File: src/hdl/abts_pkg.sv
// Shared types, constants and helpers of the AABB tile body step unit.
// Depends on nothing; every other file of the block imports it.
package abts_pkg;

    // fixed point format of positions, velocities and body size
    localparam int FRAC_BITS = 16;
    localparam int DATA_W    = 32;
    localparam int BODY_W    = 23;

    // wide sums that saturate back to DATA_W
    localparam int SAT_W = (FRAC_BITS + 18 > 36) ? FRAC_BITS + 18 : 36;

    // collision datapath widths (twice-scale distances and depths)
    localparam int K_W    = DATA_W + 2;
    localparam int DIST_W = DATA_W + 3;
    localparam int DEP_W  = DIST_W - 1;
    localparam int MAG_W  = DEP_W - 1;
    localparam int PROD_W = MAG_W + BODY_W;

    // configuration port
    localparam int CFG_DATA_W  = 31;
    localparam int CFG_INDEX_W = 3;

    localparam logic [CFG_INDEX_W-1:0] REG_SPEED_LIMIT  = 3'd0;
    localparam logic [CFG_INDEX_W-1:0] REG_WRAP_TILES   = 3'd1;
    localparam logic [CFG_INDEX_W-1:0] REG_GRAVITY_STEP = 3'd2;
    localparam logic [CFG_INDEX_W-1:0] REG_BODY_WIDTH   = 3'd3;
    localparam logic [CFG_INDEX_W-1:0] REG_BODY_HEIGHT  = 3'd4;

    localparam logic [30:0] RST_SPEED_LIMIT  = 31'd65536;
    localparam logic [14:0] RST_WRAP_TILES   = 15'd4096;
    localparam logic [15:0] RST_GRAVITY_STEP = 16'd1338;
    localparam logic [22:0] RST_BODY_WIDTH   = 23'd65536;
    localparam logic [22:0] RST_BODY_HEIGHT  = 23'd131072;

    // command codes
    localparam logic [1:0] CMD_LOAD    = 2'd0;
    localparam logic [1:0] CMD_MOVE    = 2'd1;
    localparam logic [1:0] CMD_COLLIDE = 2'd2;

    // command queue between front and back
    localparam int QDEPTH = 4;
    localparam int QAW    = $clog2(QDEPTH);
    localparam int QCW    = $clog2(QDEPTH + 1);

    // saturation bounds at the wide width
    localparam logic signed [SAT_W-1:0] SAT_MAX = {{(SAT_W-DATA_W){1'b0}}, 32'h7FFF_FFFF};
    localparam logic signed [SAT_W-1:0] SAT_MIN = {{(SAT_W-DATA_W){1'b1}}, 32'h8000_0000};

    typedef struct packed {
        logic [30:0] speed_limit;
        logic [14:0] wrap_tiles;
        logic [15:0] gravity_step;
        logic [22:0] body_width;
        logic [22:0] body_height;
    } cfg_t;

    // decoded command: arg fields hold the raw load position or, for a
    // collide, the tile centre folded with the body size (2*t - size)
    typedef struct packed {
        logic [1:0]              cmd;
        logic signed [K_W-1:0]   arg_x;
        logic signed [K_W-1:0]   arg_y;
        logic signed [DATA_W-1:0] vel_x;
        logic signed [DATA_W-1:0] vel_y;
        logic                    ground;
    } op_t;

    // clip a wide signed sum to the signed 32-bit range
    function automatic logic signed [DATA_W-1:0] sat32(input logic signed [SAT_W-1:0] v);
        if (v > SAT_MAX)
            sat32 = 32'sh7FFF_FFFF;
        else if (v < SAT_MIN)
            sat32 = 32'sh8000_0000;
        else
            sat32 = v[DATA_W-1:0];
    endfunction

endpackage

File: src/hdl/abts_in_if.sv
// Input channel of the AABB tile body step unit: valid/ready plus one command.
// Depends on abts_pkg for field widths.
interface abts_in_if;
    import abts_pkg::*;

    logic                     valid;
    logic                     ready;
    logic [1:0]               cmd;
    logic signed [DATA_W-1:0] arg_x;
    logic signed [DATA_W-1:0] arg_y;
    logic signed [DATA_W-1:0] load_vel_x;
    logic signed [DATA_W-1:0] load_vel_y;
    logic                     ground_test;

    modport source (
        output valid, cmd, arg_x, arg_y, load_vel_x, load_vel_y, ground_test,
        input  ready
    );

    modport sink (
        input  valid, cmd, arg_x, arg_y, load_vel_x, load_vel_y, ground_test,
        output ready
    );

endinterface

File: src/hdl/abts_front.sv
// Front end: accepts commands, decodes them and folds the body size into
// collide arguments. Depends on abts_pkg and abts_in_if.
module abts_front (
    abts_in_if.sink        item,
    input  abts_pkg::cfg_t cfg,
    input  logic           can_push,
    output logic           push,
    output abts_pkg::op_t  push_op
);
    import abts_pkg::*;

    logic signed [K_W-1:0] raw_x;
    logic signed [K_W-1:0] raw_y;
    logic signed [K_W-1:0] fold_x;
    logic signed [K_W-1:0] fold_y;

    // accept whenever the queue has room
    assign item.ready = can_push;
    assign push       = item.valid && can_push;

    // sign-extended load position
    assign raw_x = {{(K_W-DATA_W){item.arg_x[DATA_W-1]}}, item.arg_x};
    assign raw_y = {{(K_W-DATA_W){item.arg_y[DATA_W-1]}}, item.arg_y};

    // collide: 2*tile - size, so the back end forms 2*pos - fold
    assign fold_x = $signed({item.arg_x[DATA_W-1], item.arg_x, 1'b0})
                  - $signed({{(K_W-BODY_W){1'b0}}, cfg.body_width});
    assign fold_y = $signed({item.arg_y[DATA_W-1], item.arg_y, 1'b0})
                  - $signed({{(K_W-BODY_W){1'b0}}, cfg.body_height});

    // build the queue entry
    always_comb
    begin
        push_op.cmd    = item.cmd;
        push_op.arg_x  = raw_x;
        push_op.arg_y  = raw_y;
        push_op.vel_x  = item.load_vel_x;
        push_op.vel_y  = item.load_vel_y;
        push_op.ground = item.ground_test;
        case (item.cmd)
            CMD_COLLIDE:
            begin
                push_op.arg_x = fold_x;
                push_op.arg_y = fold_y;
            end
            default:
            begin
                push_op.arg_x = raw_x;
                push_op.arg_y = raw_y;
            end
        endcase
    end

endmodule

File: src/flat_wrapper.sv
// flat-port wrapper written by rule: the top's interface ports become plain ports
module abts_front_flat import abts_pkg::*;
  (cfg, can_push, push, push_op, item_valid, item_cmd, item_arg_x, item_arg_y, item_load_vel_x, item_load_vel_y, item_ground_test, item_ready);
  abts_in_if item_i ();
  input  abts_pkg::cfg_t cfg;
  input  logic can_push;
  output logic push;
  output abts_pkg::op_t push_op;
  input wire logic [$bits(item_i.valid)-1:0] item_valid;
  input wire logic [$bits(item_i.cmd)-1:0] item_cmd;
  input wire logic [$bits(item_i.arg_x)-1:0] item_arg_x;
  input wire logic [$bits(item_i.arg_y)-1:0] item_arg_y;
  input wire logic [$bits(item_i.load_vel_x)-1:0] item_load_vel_x;
  input wire logic [$bits(item_i.load_vel_y)-1:0] item_load_vel_y;
  input wire logic [$bits(item_i.ground_test)-1:0] item_ground_test;
  output wire logic [$bits(item_i.ready)-1:0] item_ready;
  assign item_i.valid = item_valid;
  assign item_i.cmd = item_cmd;
  assign item_i.arg_x = item_arg_x;
  assign item_i.arg_y = item_arg_y;
  assign item_i.load_vel_x = item_load_vel_x;
  assign item_i.load_vel_y = item_load_vel_y;
  assign item_i.ground_test = item_ground_test;
  assign item_ready = item_i.ready;
  abts_front u_core (.item(item_i), .cfg(cfg), .can_push(can_push), .push(push), .push_op(push_op));
endmodule
File: config.mk
export PLATFORM = sky130hd
export DESIGN_NAME = abts_front_flat
export DESIGN_NICKNAME = d
export VERILOG_FILES = /design/src/hdl/abts_pkg.sv /design/src/hdl/abts_in_if.sv /design/src/hdl/abts_front.sv /design/src/flat_wrapper.sv
export SDC_FILE = /design/constraint.sdc
export NUM_CORES = 1
export LEC_CHECK = 0
export BUFFER_PORTS_ARGS = -buffer_cell sky130_fd_sc_hd__buf_2
export CORE_AREA = 2 2 147 149
export DETAILED_ROUTE_END_ITERATION = 6
export DIE_AREA = 0 0 149 151
export GPL_TIMING_DRIVEN = 0
export PLACE_DENSITY = 0.57
export SLEW_MARGIN = 10
export SYNTH_ARGS = -nofsm -noshare
export SYNTH_HDL_FRONTEND = slang
export SYNTH_SLANG_ARGS = --single-unit
export TNS_END_PERCENT = 10
File: constraint.sdc
create_clock -name vclk -period 3.7
set_clock_uncertainty 0.1 [all_clocks]
set_input_delay 0.555 -clock vclk [all_inputs]
set_output_delay 0.555 -clock vclk [all_outputs]
set_load 0.005 [all_outputs]
==> impl_metrics.env <==
export IMPL_status="finished, final reports clean"
export IMPL_hpwlAfterDp_mm=14.4
export IMPL_whs_path_depth=2
export IMPL_grt_max_degree=11
export IMPL_stdcell_area_um2=5930
export IMPL_crit_path_start_kind="primary input"
export IMPL_cp_arrival_ns=2.90
export IMPL_powerDensity_nw_per_um2=148
export IMPL_ys_types=63
export IMPL_fmaxAchievable_mhz=282
export IMPL_ioPinCount=378
export IMPL_relSlewSlack_pct=40.0
export IMPL_yosysWarnings=0
export IMPL_worst_slew_pin_slew_ns=0.900
export IMPL_diodes=0
export IMPL_regArea_um2=0
export IMPL_synthCells=679
export IMPL_hp_class="in2out"
export IMPL_gp_congestion=0.846
export IMPL_nFillCells=2393
export IMPL_maxSlewViolCount=0
export IMPL_die_h_um=151
export IMPL_path_max_fanout=5
export IMPL_synth_most_common_cell="nand2_1"
export IMPL_n_clock_buffer=0
export IMPL_fp_row_count=53
export IMPL_total_power_w=0.000876
export IMPL_post_route_min_period_ns=3.55
export IMPL_final_antenna_net_count=0
export IMPL_avgRoutedWirePerCell_um=13.9
export IMPL_dp_cells=1204
export IMPL_flops_and_latches=0
export IMPL_via_per_inst=4.55
export IMPL_grt_pass1_wl_mm=25.3
export IMPL_start_util_pct=20.5
export IMPL_leakage_nw=3.20
export IMPL_fin_nets=1220
export IMPL_whs_ns=1.17
export IMPL_synth_top_cell_by_area="ha_1"
export IMPL_syn_avg_cell_area_um2=6.27
export IMPL_fin_ws_ns=0.148
export IMPL_rsz0062_at_grt="no"
export IMPL_die_area_um2=22500
export IMPL_final_cells=1206
export IMPL_peakVddDrop_mv=0.0543
export IMPL_synth_area_top_cells="ha_1 13%, buf_4 13%, nand2_1 9.7%"
export IMPL_grt_pass1_vias=4995
export IMPL_synthesis_nets=966
export IMPL_drt_iter0_markers=239
export IMPL_place_area_um2=5860
export IMPL_num_vias=5488
export IMPL_yosysSeqAreaShare_pct=0
export IMPL_drc_errors=0
export IMPL_place_ws_ns=-0.140
export IMPL_yosysTopAreaCellShare_pct=12.9
export IMPL_antenna_found_initial=0
export IMPL_core_um2=20800
export IMPL_period_share_pct=96.0
export IMPL_netlist_top_cells_count="110 x nand2_1, 73 x buf_4, 66 x o21ai_0"
export IMPL_critPathRequiredTime_ns=3.04
export IMPL_grt_overflow_total=0
export IMPL_drive_gt1_share_pct=38.3
export IMPL_syn2layout_area_growth_pct=39.3
export IMPL_worstSetupEndpointType="output pin"
export IMPL_cts_hold_buf=0
export IMPL_critical_path_class="in2out"
export IMPL_syn_cell_area_um2=4260
export IMPL_grt_usage_pct=13.6
export IMPL_die_w_um=149
export IMPL_io_buffers=250
export IMPL_hold_viol_final=0
export IMPL_drv_cap=0
export IMPL_drtPass1Iterations=5
export IMPL_setup_viol=0
export IMPL_routed_wl_mm=16.7
through the flow:
step | util (%) | setup TNS (ns)
6_report | 28.5 | 0
5_1_grt | 28.5 | 0
4_1_cts | 28.2 | 0
3_5_place_dp | 28.1 | -0.596
3_3_place_gp | 28.1 | -0.746
2_1_floorplan | - | 0
what timing repair did:
item | 4_1_cts | 5_1_grt
endpoints found under the setup margin | 8 | 12
setup buffers | 0 | 2
pin swaps | 1 | 4
resized for setup | 3 | 10
metal layers:
metal / up-vias / wire length (um) / global-route usage, % / share of wire [%]
li1: 2785 / - / - / -
met1: 2431 / 7180 / 17.8 / 43
met2: 259 / 8300 / 25.5 / 50
met3: 13 / 1100 / 0.663 / 6.6
met4: 0 / 144 / 1.10 / 0.86
met5: - / 0 / 0 / 0
placed cells by master, fill, tap and decap left out, types with 2 or more instances in the layout:
cell       synthesis  layout
and2_1             3       3
nand2b_1           8       8
clkbuf_1          14      14
nand4_1            6       6
a211oi_2           3       4
xnor2_1           33      33
ha_1              44      44
a21o_2             2       2
a221oi_1           2       2
a21oi_1           51      50
o21ai_1           17      14
nor2b_1            8       8
o21bai_1          10       9
o21a_1             3       3
nand3_1           13      13
o211ai_2           2       2
or3_1              8       8
a31oi_1            6       6
buf_2              1     251
o22a_1             2       2
o21ai_2            1       4
nor3_1            10      10
o2111ai_1          2       2
nor4_1             4       4
buf_1              3       3
xor2_1            20      20
inv_1             58      58
nor2_1            30      30
a21oi_2            2       3
a21o_1            26      26
and4_1             4       4
nand2_1          110     110
buf_4             73      75
o21ai_0           66      66
worst paths after layout:
check	start	endpoint	slack, ns
setup / recovery	item_arg_x[0]	push_op[129]	0.15
hold / removal	item_load_vel_y[5]	push_op[6]	1.17
worst max-delay path, stage by stage:
cell	delay [ns]
buf_2	0.13
fa_1	0.53
a211oi_2	0.29
o21bai_1	0.15
a21oi_2	0.21
o32ai_2	0.15
o21ai_2	0.28
nor4_1	0.08
a311oi_1	0.33
buf_2	0.18
layout make-up:
type | count | area, um2 | area share, %
buffer | 93 | 637 | 10.7
inverter | 58 | 218 | 3.67
tap | 275 | 344 | 5.80
multi-input combinational | 528 | 3470 | 58.5
timing repair buffer | 252 | 1270 | 21.3
kinds of logic (layout without fill, tap and decap cells):
logic type / Yosys count / count (layout) / synth area share [%]
mux: 1 / 1 / 0.264
fa+ha+maj: 46 / 46 / 13.9
xor+xnor: 53 / 53 / 10.9
simple gates: 212 / 212 / 23.0
buf+inv: 151 / 403 / 20.1
compound gates: 216 / 216 / 31.9
report_power, final:
part / internal [W] / switching, W
Combinational: 0.000407 / 0.000469
Clock: 0 / 0
Sequential: 0 / 0
Note: power is estimated with default switching activity, not from simulation.
