## src/hdl/abts_pkg.sv

```systemverilog
// Shared types, constants and helpers of the AABB tile body step unit.
// Depends on nothing; every other file of the block imports it.
package abts_pkg;

    // fixed point format of positions, velocities and body size
    localparam int FRAC_BITS = 16;
    localparam int DATA_W    = 32;
    localparam int BODY_W    = 23;

    // wide sums that saturate back to DATA_W
    localparam int SAT_W = (FRAC_BITS + 18 > 36) ? FRAC_BITS + 18 : 36;

    // collision datapath widths (twice-scale distances and depths)
    localparam int K_W    = DATA_W + 2;
    localparam int DIST_W = DATA_W + 3;
    localparam int DEP_W  = DIST_W - 1;
    localparam int MAG_W  = DEP_W - 1;
    localparam int PROD_W = MAG_W + BODY_W;

    // configuration port
    localparam int CFG_DATA_W  = 31;
    localparam int CFG_INDEX_W = 3;

    localparam logic [CFG_INDEX_W-1:0] REG_SPEED_LIMIT  = 3'd0;
    localparam logic [CFG_INDEX_W-1:0] REG_WRAP_TILES   = 3'd1;
    localparam logic [CFG_INDEX_W-1:0] REG_GRAVITY_STEP = 3'd2;
    localparam logic [CFG_INDEX_W-1:0] REG_BODY_WIDTH   = 3'd3;
    localparam logic [CFG_INDEX_W-1:0] REG_BODY_HEIGHT  = 3'd4;

    localparam logic [30:0] RST_SPEED_LIMIT  = 31'd65536;
    localparam logic [14:0] RST_WRAP_TILES   = 15'd4096;
    localparam logic [15:0] RST_GRAVITY_STEP = 16'd1338;
    localparam logic [22:0] RST_BODY_WIDTH   = 23'd65536;
    localparam logic [22:0] RST_BODY_HEIGHT  = 23'd131072;

    // command codes
    localparam logic [1:0] CMD_LOAD    = 2'd0;
    localparam logic [1:0] CMD_MOVE    = 2'd1;
    localparam logic [1:0] CMD_COLLIDE = 2'd2;

    // command queue between front and back
    localparam int QDEPTH = 4;
    localparam int QAW    = $clog2(QDEPTH);
    localparam int QCW    = $clog2(QDEPTH + 1);

    // saturation bounds at the wide width
    localparam logic signed [SAT_W-1:0] SAT_MAX = {{(SAT_W-DATA_W){1'b0}}, 32'h7FFF_FFFF};
    localparam logic signed [SAT_W-1:0] SAT_MIN = {{(SAT_W-DATA_W){1'b1}}, 32'h8000_0000};

    typedef struct packed {
        logic [30:0] speed_limit;
        logic [14:0] wrap_tiles;
        logic [15:0] gravity_step;
        logic [22:0] body_width;
        logic [22:0] body_height;
    } cfg_t;

    // decoded command: arg fields hold the raw load position or, for a
    // collide, the tile centre folded with the body size (2*t - size)
    typedef struct packed {
        logic [1:0]              cmd;
        logic signed [K_W-1:0]   arg_x;
        logic signed [K_W-1:0]   arg_y;
        logic signed [DATA_W-1:0] vel_x;
        logic signed [DATA_W-1:0] vel_y;
        logic                    ground;
    } op_t;

    // clip a wide signed sum to the signed 32-bit range
    function automatic logic signed [DATA_W-1:0] sat32(input logic signed [SAT_W-1:0] v);
        if (v > SAT_MAX)
            sat32 = 32'sh7FFF_FFFF;
        else if (v < SAT_MIN)
            sat32 = 32'sh8000_0000;
        else
            sat32 = v[DATA_W-1:0];
    endfunction

endpackage

```

## src/hdl/abts_queue.sv

```systemverilog
// Short command queue between front and back end.
// Depends on abts_pkg for the entry type and depth.
module abts_queue (
    input  logic          clk,
    input  logic          rst_n,
    input  logic          push,
    input  abts_pkg::op_t push_op,
    output logic          can_push,
    input  logic          pop,
    output logic          head_valid,
    output abts_pkg::op_t head_op
);
    import abts_pkg::*;

    op_t            entry_reg [QDEPTH];
    logic [QAW-1:0] wr_ptr_reg;
    logic [QAW-1:0] rd_ptr_reg;
    logic [QCW-1:0] count_reg;
    logic [QCW-1:0] count_next;

    assign can_push   = (count_reg != QCW'(QDEPTH));
    assign head_valid = (count_reg != '0);
    assign head_op    = entry_reg[rd_ptr_reg];

    // occupancy after this cycle's transfers
    always_comb
    begin
        count_next = count_reg;
        if (push && !pop)
            count_next = count_reg + 1'b1;
        else if (pop && !push)
            count_next = count_reg - 1'b1;
    end

    // pointers and count
    always_ff @(posedge clk or negedge rst_n)
    begin
        if (!rst_n)
        begin
            wr_ptr_reg <= '0;
            rd_ptr_reg <= '0;
            count_reg  <= '0;
        end
        else
        begin
            if (push)
                wr_ptr_reg <= wr_ptr_reg + 1'b1;
            if (pop)
                rd_ptr_reg <= rd_ptr_reg + 1'b1;
            count_reg <= count_next;
        end
    end

    // entry storage
    always_ff @(posedge clk)
    begin
        if (push)
            entry_reg[wr_ptr_reg] <= push_op;
    end

endmodule

```

## config.mk

```make
export PLATFORM = sky130hd
export DESIGN_NAME = abts_queue
export DESIGN_NICKNAME = d
export VERILOG_FILES = /design/src/hdl/abts_pkg.sv /design/src/hdl/abts_queue.sv
export SDC_FILE = /design/constraint.sdc
export NUM_CORES = 1
export LEC_CHECK = 0
export ABC_AREA = 1
export BUFFER_PORTS_ARGS = -buffer_cell sky130_fd_sc_hd__buf_4
export CAP_MARGIN = 20
export CORE_ASPECT_RATIO = 0.75
export CORE_MARGIN = 1.5
export CORE_UTILIZATION = 40
export DETAILED_ROUTE_END_ITERATION = 6
export PLACE_DENSITY = 0.67
export SYNTH_ARGS = -nofsm -noshare
export SYNTH_HDL_FRONTEND = slang
export SYNTH_SLANG_ARGS = --single-unit
```

## constraint.sdc

```tcl
create_clock -name clk -period 7 [get_ports clk]
set_input_delay 1.4 -clock clk [delete_from_list [all_inputs] [get_ports clk]]
set_output_delay 1.4 -clock clk [all_outputs]
set_load 0.01 [all_outputs]
```

==> run metrics, run 1 <==
Data arrival, critical path=2.85 ns; nets@finish=around 2000; Yosys reg bits=~550; vias per inst=around 4.7; Comb power frac=0.343; post-synthesis mux area share=0; area leader, netlist=edfxtp_1; RSZ-0062 raised after global routing=false; non-filler cells, final=2632; Hold Buf Count CTS=0; sw frac=0.334; Placer Congestion=0.757; Die H=205 µm; Netlist Area Pre-Place=approximately 22000 µm²; fmax=approximately 0.24 GHz; Synth cell types=18; Final Hold Fails=0; pwr dens=about 430 nW/µm²; die width=roughly 270 µm; Slowest cell on crit path=dfrtp_4; Initial DRT Pass Iterations=5; CTS root buffer=clkbuf_16; Max H-tree Level=2; I/O Buffers=275; IO Count=276; Filler Cells Inserted=4554; Avg Inst Size Synth=13.3 µm²; Worst path most repeated cell=nand2_1; clock power share=0.261; Final period util=0.607; Req. time, crit path=between 5 and 6 ns; Post-synth top flop=edfxtp_1; leakage power=a little over 10 nW; Synth Warn #=0; slew at the pin closest to its max-slew limit=about 1.3 ns; Layout area overhead=20.5%; Int Pwr=7.48 mW; initial antenna violation count=4; core area=53200 µm²; drt wl/cell=roughly 17 µm; synthesized-area fraction occupied by ao, oa, aoi and oai cells=0.0940; CTS sink count=about 550; CP Cell Sequence=buf_12 > nand2_1 > o211ai_1 > nand2_1 > buf_4; Synth top area share=0.748; cts bufs inserted=54; Die ar.=55600 µm²; clk buf depth=3; Syn Nets=1768; Starting DRT DRC Count=800; Routed Wire Length=around 44000 µm; Crit path largest cell delay=around 0.67 ns; cell count after synthesis=between 1500 and 2000; outcome=complete, no violations; max cap viols=0; CTS tree=done; vias in the first global route=approximately 12000; Starting Density=0.407; routed via count=between 10000 and 15000; part of the Yosys area used for sequential elements=0.757; crit start category=register; Gates resized, CTS repair=0; switching pwr=3.75 mW; clock latency on the worst-skew pair=0.58 ns; post-CTS setup buffers=0; Clk pin slew, worst setup/hold paths=~0.06 ns; sequential power share=0.396; Critical Path Sink Type=primary output; adder-cell share of the synthesized area=0.00381; first-pass GRT wire length=~68000 µm; DRC Markers=0; Synth Area in XOR/XNOR=0.00162; total negative slack=0 ns; Tmin final=4.25 ns; HP Class=register to register; Cells after DPL=2533; Relative slew margins=0.123; final setup fails=0; maximum VDD drop=0.000258 V; Worst Path Max Fanout=about 270; Antenna Nets Post-Route=0; Max Clock Skew=between 0.01 and 0.015 ns; largest net degree at the start of global routing=between 200 and 300; power consumption=about 11 mW; simple logic cell fraction of the synthesized area=0.0731; crit path kind=register to primary output; share of cells above drive strength 1=0.196; EDFF count, synth=540; max reg flops=540; max-slew violations=0; total track usage=0.158; main combinational cell family by area after synthesis=compound AO/OA/AOI/OAI gates; Synth area leaders=edfxtp_1 (75%), o211ai_1 (9.4%), nand2_1 (7.2%), inv_1 (4.9%), buf_2 (1.2%); grt ovf=0; row count=73; Async S/R FF share, synth=0.0128; dpl hpwl=between 20000 and 25000 µm
==> power groups by stage <==
stage | registers [mW] | logic (mW) | clock network (mW)
after floorplan | 4.52 | 2.33 | 0
after global placement | 4.51 | 3.88 | 0
after detailed placement | 4.53 | 3.93 | 0
after CTS | 4.46 | 3.94 | 3.01
after global routing | 4.51 | 4.27 | 3.13
final | 4.45 | 3.85 | 2.93
==> final cells by class <==
cell class / count / area (µm²) / share of cell area
timing repair buffer: 288 / 2190 / 0.0838
clock buffer: 68 / 1470 / 0.0561
multi-input combinational: 702 / 3740 / 0.143
clock inverter: 30 / 343 / 0.0131
antenna: 1 / 2.50 / 0.0000958
sequential: 547 / 16400 / 0.628
tap: 712 / 891 / 0.0341
inverter: 284 / 1090 / 0.0417
==> cell usage after synthesis (3+ instances only) <==
cell        n
buf_2      54
buf_4       9
buf_6       4
clkbuf_1   23
dfrtp_1     7
edfxtp_1  540
ha_1        5
inv_1     283
nand2_1   416
nand3_1     3
o211ai_1  270
xor2_1      3
==> worst max-delay path: cells and delay by family (launching register included) <==
family                 cells  cell delay (ns)
buffers and inverters      2             0.71
DFF                        1             0.67
and+or+nand+nor            2             0.27
AOI/OAI and AO/OA          1             0.13
==> through the flow <==
step | area, µm² | hold WS (ns) | utilization | setup slack [ns]
final | 26100 | 0.510 | 0.490 | 2.75
after global placement | 24300 | 0.480 | 0.456 | 3.38
after detailed placement | 24300 | 0.499 | 0.456 | 3.39
after global routing | 26100 | 0.542 | 0.490 | 2.58
after floorplan | 21700 | 0.463 | - | 2.20
after CTS | 26100 | 0.514 | 0.490 | 2.82
==> routing by layer <==
layer,GRT usage,vias to the layer above,part of all wire
met3,0.0508,59,0.077
met5,0,-,0.00086
met2,0.260,296,0.47
met1,0.203,5966,0.43
li1,-,6165,-
met4,0.0429,6,0.018
==> logic make-up (layout without fill, tap and decap cells) <==
family          after synthesis  count (layout)
compound gates              272             272
fa+ha+maj                     6               6
xor+xnor                      4               4
buf+inv                     374             670
flops                       547             547
other cells                   0               1
simple gates                420             420
==> path summary, 6_finish.rpt <==
| kind | cells after the start | slack [ns] | startpoint | to |
|---|---|---|---|---|
| setup / recovery | 5 | 2.75 | rd_ptr_reg[0] | head_op[4] |
| hold / removal | 2 | 0.51 | count_reg[2] | count_reg[2] |
| setup reg to reg | 5 | 4.44 | wr_ptr_reg[0] | entry_reg[0][74] |
| hold reg to reg | 2 | 0.51 | count_reg[2] | count_reg[2] |
| max in group asynchronous | 1 | 6.23 | rst_n | rd_ptr_reg[1] |
| min in group asynchronous | 1 | 0.62 | rst_n | wr_ptr_reg[1] |
==> placed cells by master (no fill, tap or decap), types with 2 or more instances in the layout <==
master,count
edfxtp_1,540
nand2_1,416
o211ai_1,270
clkbuf_1,9
ha_1,5
nand3_1,3
buf_4,286
clkinvlp_4,5
inv_1,279
dfrtp_1,5
xor2_1,3
buf_12,2
clkinv_2,6
clkbuf_16,55
dfrtp_4,2
clkinv_1,8
inv_6,7
clkbuf_8,4
bufinv_16,7
No activity file was read; power rests on OpenSTA's default activity.
==> run 2: changes to the inputs <==
--- a/config.mk
+++ b/config.mk
@@ -5,14 +5,14 @@
 export SDC_FILE = /design/constraint.sdc
 export NUM_CORES = 1
 export LEC_CHECK = 0
-export ABC_AREA = 1
+export ABC_AREA = 0
 export BUFFER_PORTS_ARGS = -buffer_cell sky130_fd_sc_hd__buf_4
 export CAP_MARGIN = 20
 export CORE_ASPECT_RATIO = 0.75
 export CORE_MARGIN = 1.5
 export CORE_UTILIZATION = 40
 export DETAILED_ROUTE_END_ITERATION = 6
-export PLACE_DENSITY = 0.67
+export PLACE_DENSITY = 0.69
 export SYNTH_ARGS = -nofsm -noshare
 export SYNTH_HDL_FRONTEND = slang
 export SYNTH_SLANG_ARGS = --single-unit
==> constraint.sdc (replaced) <==
create_clock -name clk -period 3.5 [get_ports clk]
set_input_delay 0.7 -clock clk [delete_from_list [all_inputs] [get_ports clk]]
set_output_delay 0.7 -clock clk [all_outputs]
set_load 0.01 [all_outputs]
==> run metrics, run 2 <==
Final Hold Fails=0 (unchanged); Async S/R FF share, synth=0.0128 (unchanged); Tmin final=3.13 ns; Routed Wire Length=37000 µm (-16%); dpl hpwl=21800 µm (-12%); most frequent cells after synthesis=edfxtp_1 (540), mux4_2 (135), buf_2 (12), buf_4 (8), buf_6 (8); clock power share=0.265 (+0.004); Clk pin slew, worst setup/hold paths=0.06 ns (about the same); Synth cell types=18 (unchanged); switching pwr=5.69 mW (+52%); Int Pwr=14.9 mW (+100%); routed wl met2=18000 µm (-14%); wl on met1=15500 µm (-18%); Worst R2R End=entry_reg[1][72]; Max Clock Skew=0.0180 ns (+0.00666 ns); Critical path buffers and inverters=2 (unchanged); power consumption=20.6 mW (+84%); share of cells above drive strength 1=0.463 (+0.267); CTS tree=done; part of the Yosys area used for sequential elements=0.825 (+0.0686); CTS sink count=547 (unchanged); Max H-tree Level=2 (unchanged); crit path kind=register to primary output; Crit path largest cell delay=0.67 ns (about the same); final setup fails=0 (unchanged); clk buf depth=3 (unchanged); clock latency on the worst-skew pair=0.57 ns (about the same); most frequent cells in the layout=edfxtp_1 (540), buf_4 (280), mux4_2 (135); Starting DRT DRC Count=552 (-31%); initial antenna violation count=1 (-3); metal3 WL=2660 µm (-22%); Netlist Area Pre-Place=19900 µm² (-8.3%); Slowest cell on crit path=dfrtp_4; Yosys reg bits=547 (unchanged); pwr dens=843 nW/µm² (+96%); Req. time, crit path=2.80 ns (-2.80 ns); Hold EP=entry_reg[3][130]; slew at the pin closest to its max-slew limit=0.851 ns (-0.465 ns); CTS root buffer=clkbuf_16; grt ovf=0 (unchanged); Final period util=0.895; drt wl/cell=21.2 µm (+27%); outcome=complete, no violations; cell count after synthesis=740 (-54%); CP Cell Sequence=buf_4 > mux4_2 > buf_4; core area=48900 µm² (-8.2%); Synth area leaders=edfxtp_1 (82%), mux4_2 (15%), dfrtp_1 (0.88%), buf_6 (0.45%), ha_1 (0.31%); Comb power frac=0.305 (-0.038); first-pass GRT wire length=56000 µm (-18%); Data arrival, critical path=2.43 ns (-0.42 ns); R2R Setup Slk=1.60 ns (-2.84 ns); Layout area overhead=23.2%; sequential power share=0.430 (+0.034); vias in the first global route=9366 (-24%); max cap viols=0 (unchanged); Critical Path Sink Type=primary output; Post-synth top flop=edfxtp_1; Starting Density=0.406 (about the same); commonest non-fill, non-tap cell in the layout=edfxtp_1; Initial DRT Pass Iterations=5 (unchanged); Gates resized, CTS repair=0 (unchanged); row count=70 (-4.1%); R2R depth=4 (-1); Avg Inst Size Synth=26.8 µm² (+100%); largest net degree at the start of global routing=83 (-69%); Die H=196 µm (-4.2%); Synth top area share=0.816 (+0.0678); Worst Path Max Fanout=18 (-93%); vias per inst=5.01 (+5.5%); CP delay by family, top=flip-flops; I/O Buffers=275 (unchanged); WHS Path Cells=1 (-1); hold_sp=push_op[130]; leakage power=8.29 nW (-20%); DRC Markers=0 (unchanged); total track usage=0.146 (-0.0120); max-slew violations=0 (unchanged); EDFF count, synth=540 (unchanged); Worst path most repeated cell=buf_4; fmax=0.319 GHz; cts bufs inserted=51 (-5.6%); top-count cell post-synth=edfxtp_1; total negative slack=0 ns (unchanged); Syn Nets=885 (-50%); die width=260 µm (-4.2%); Filler Cells Inserted=3901 (-14%); maximum VDD drop=0.000598 V (+130%); nets@finish=1200 (-41%); HP Class=input port to register; max reg flops=540 (unchanged); Antenna Nets Post-Route=0 (unchanged); Placer Congestion=0.700 (-7.6%); Die ar.=51000 µm² (-8.2%); area leader, netlist=edfxtp_1; crit start category=register; Relative slew margins=0.433 (+0.310); IO Count=276 (unchanged); reg2reg start=wr_ptr_reg[1]; DR top layer=met5; Synth Warn #=0 (unchanged); routed via count=8729 (-30%); RSZ-0062 raised after global routing=false; sw frac=0.276 (-0.0582)
run 2: how the worst max path moves through the flow:
stage / from / to / cells after the start
2_1_floorplan: push / entry_reg[3][0] / 1
3_3_place_gp: rd_ptr_reg[0] / head_op[11] / 3
3_5_place_dp: rd_ptr_reg[0] / head_op[5] / 3
4_1_cts: rd_ptr_reg[0] / head_op[5] / 3
5_1_grt: rd_ptr_reg[0] / head_op[5] / 3
6_report: rd_ptr_reg[0] / head_op[5] / 3
run 2: layout make-up:
class	instances	area, µm²	share of cell area
antenna	2	5.00	0.000204
clock buffer	59	1350	0.0551
clock inverter	33	314	0.0128
inverter	4	15.0	0.000613
multi-input combinational	159	3250	0.133
sequential	547	16400	0.670
tap	648	811	0.0331
timing repair buffer	292	2330	0.0953
run 2: power by group through the flow:
stage	sequential (mW)	combinational, mW	clock (mW)
4_1_cts	8.89	6.51	5.62
6_report	8.87	6.29	5.46
5_1_grt	8.97	6.79	5.86
2_1_floorplan	8.92	3.76	0
3_3_place_gp	8.96	6.46	0
3_5_place_dp	9.03	6.48	0
run 2: cell families (layout without fill, tap and decap cells):
group / Yosys count / in the layout / share of synthesized area
simple gates: 10 / 10 / 0.00252
xor+xnor: 6 / 6 / 0.00265
fa+ha+maj: 6 / 6 / 0.00416
buf+inv: 34 / 388 / 0.0117
compound gates: 1 / 1 / 0.000252
mux: 136 / 136 / 0.154
other cells: 0 / 2 / 0
flops: 547 / 547 / 0.825
run 2: what timing repair did:
action,4_1_cts,5_1_grt
endpoints found under the hold margin,7,0
setup buffers,0,0
hold buffers,1,0
run 2: metrics by stage:
stage	area, µm²	cells	hold slack, ns	worst slack [ns]	util
6_report	24500	1744	0.322	0.367	0.501
5_1_grt	24500	1742	0.288	0.220	0.501
4_1_cts	24500	1742	0.278	0.247	0.501
3_5_place_dp	22800	1649	0.480	0.911	0.466
3_3_place_gp	22800	1649	0.470	0.920	0.466
2_1_floorplan	19900	740	0.404	0.683	-
run 2: metal layers:
layer	GRT usage	vias up
met5	0	-
met4	0.0445	2
met3	0.0411	53
met2	0.235	227
met1	0.196	4608
li1	-	3839
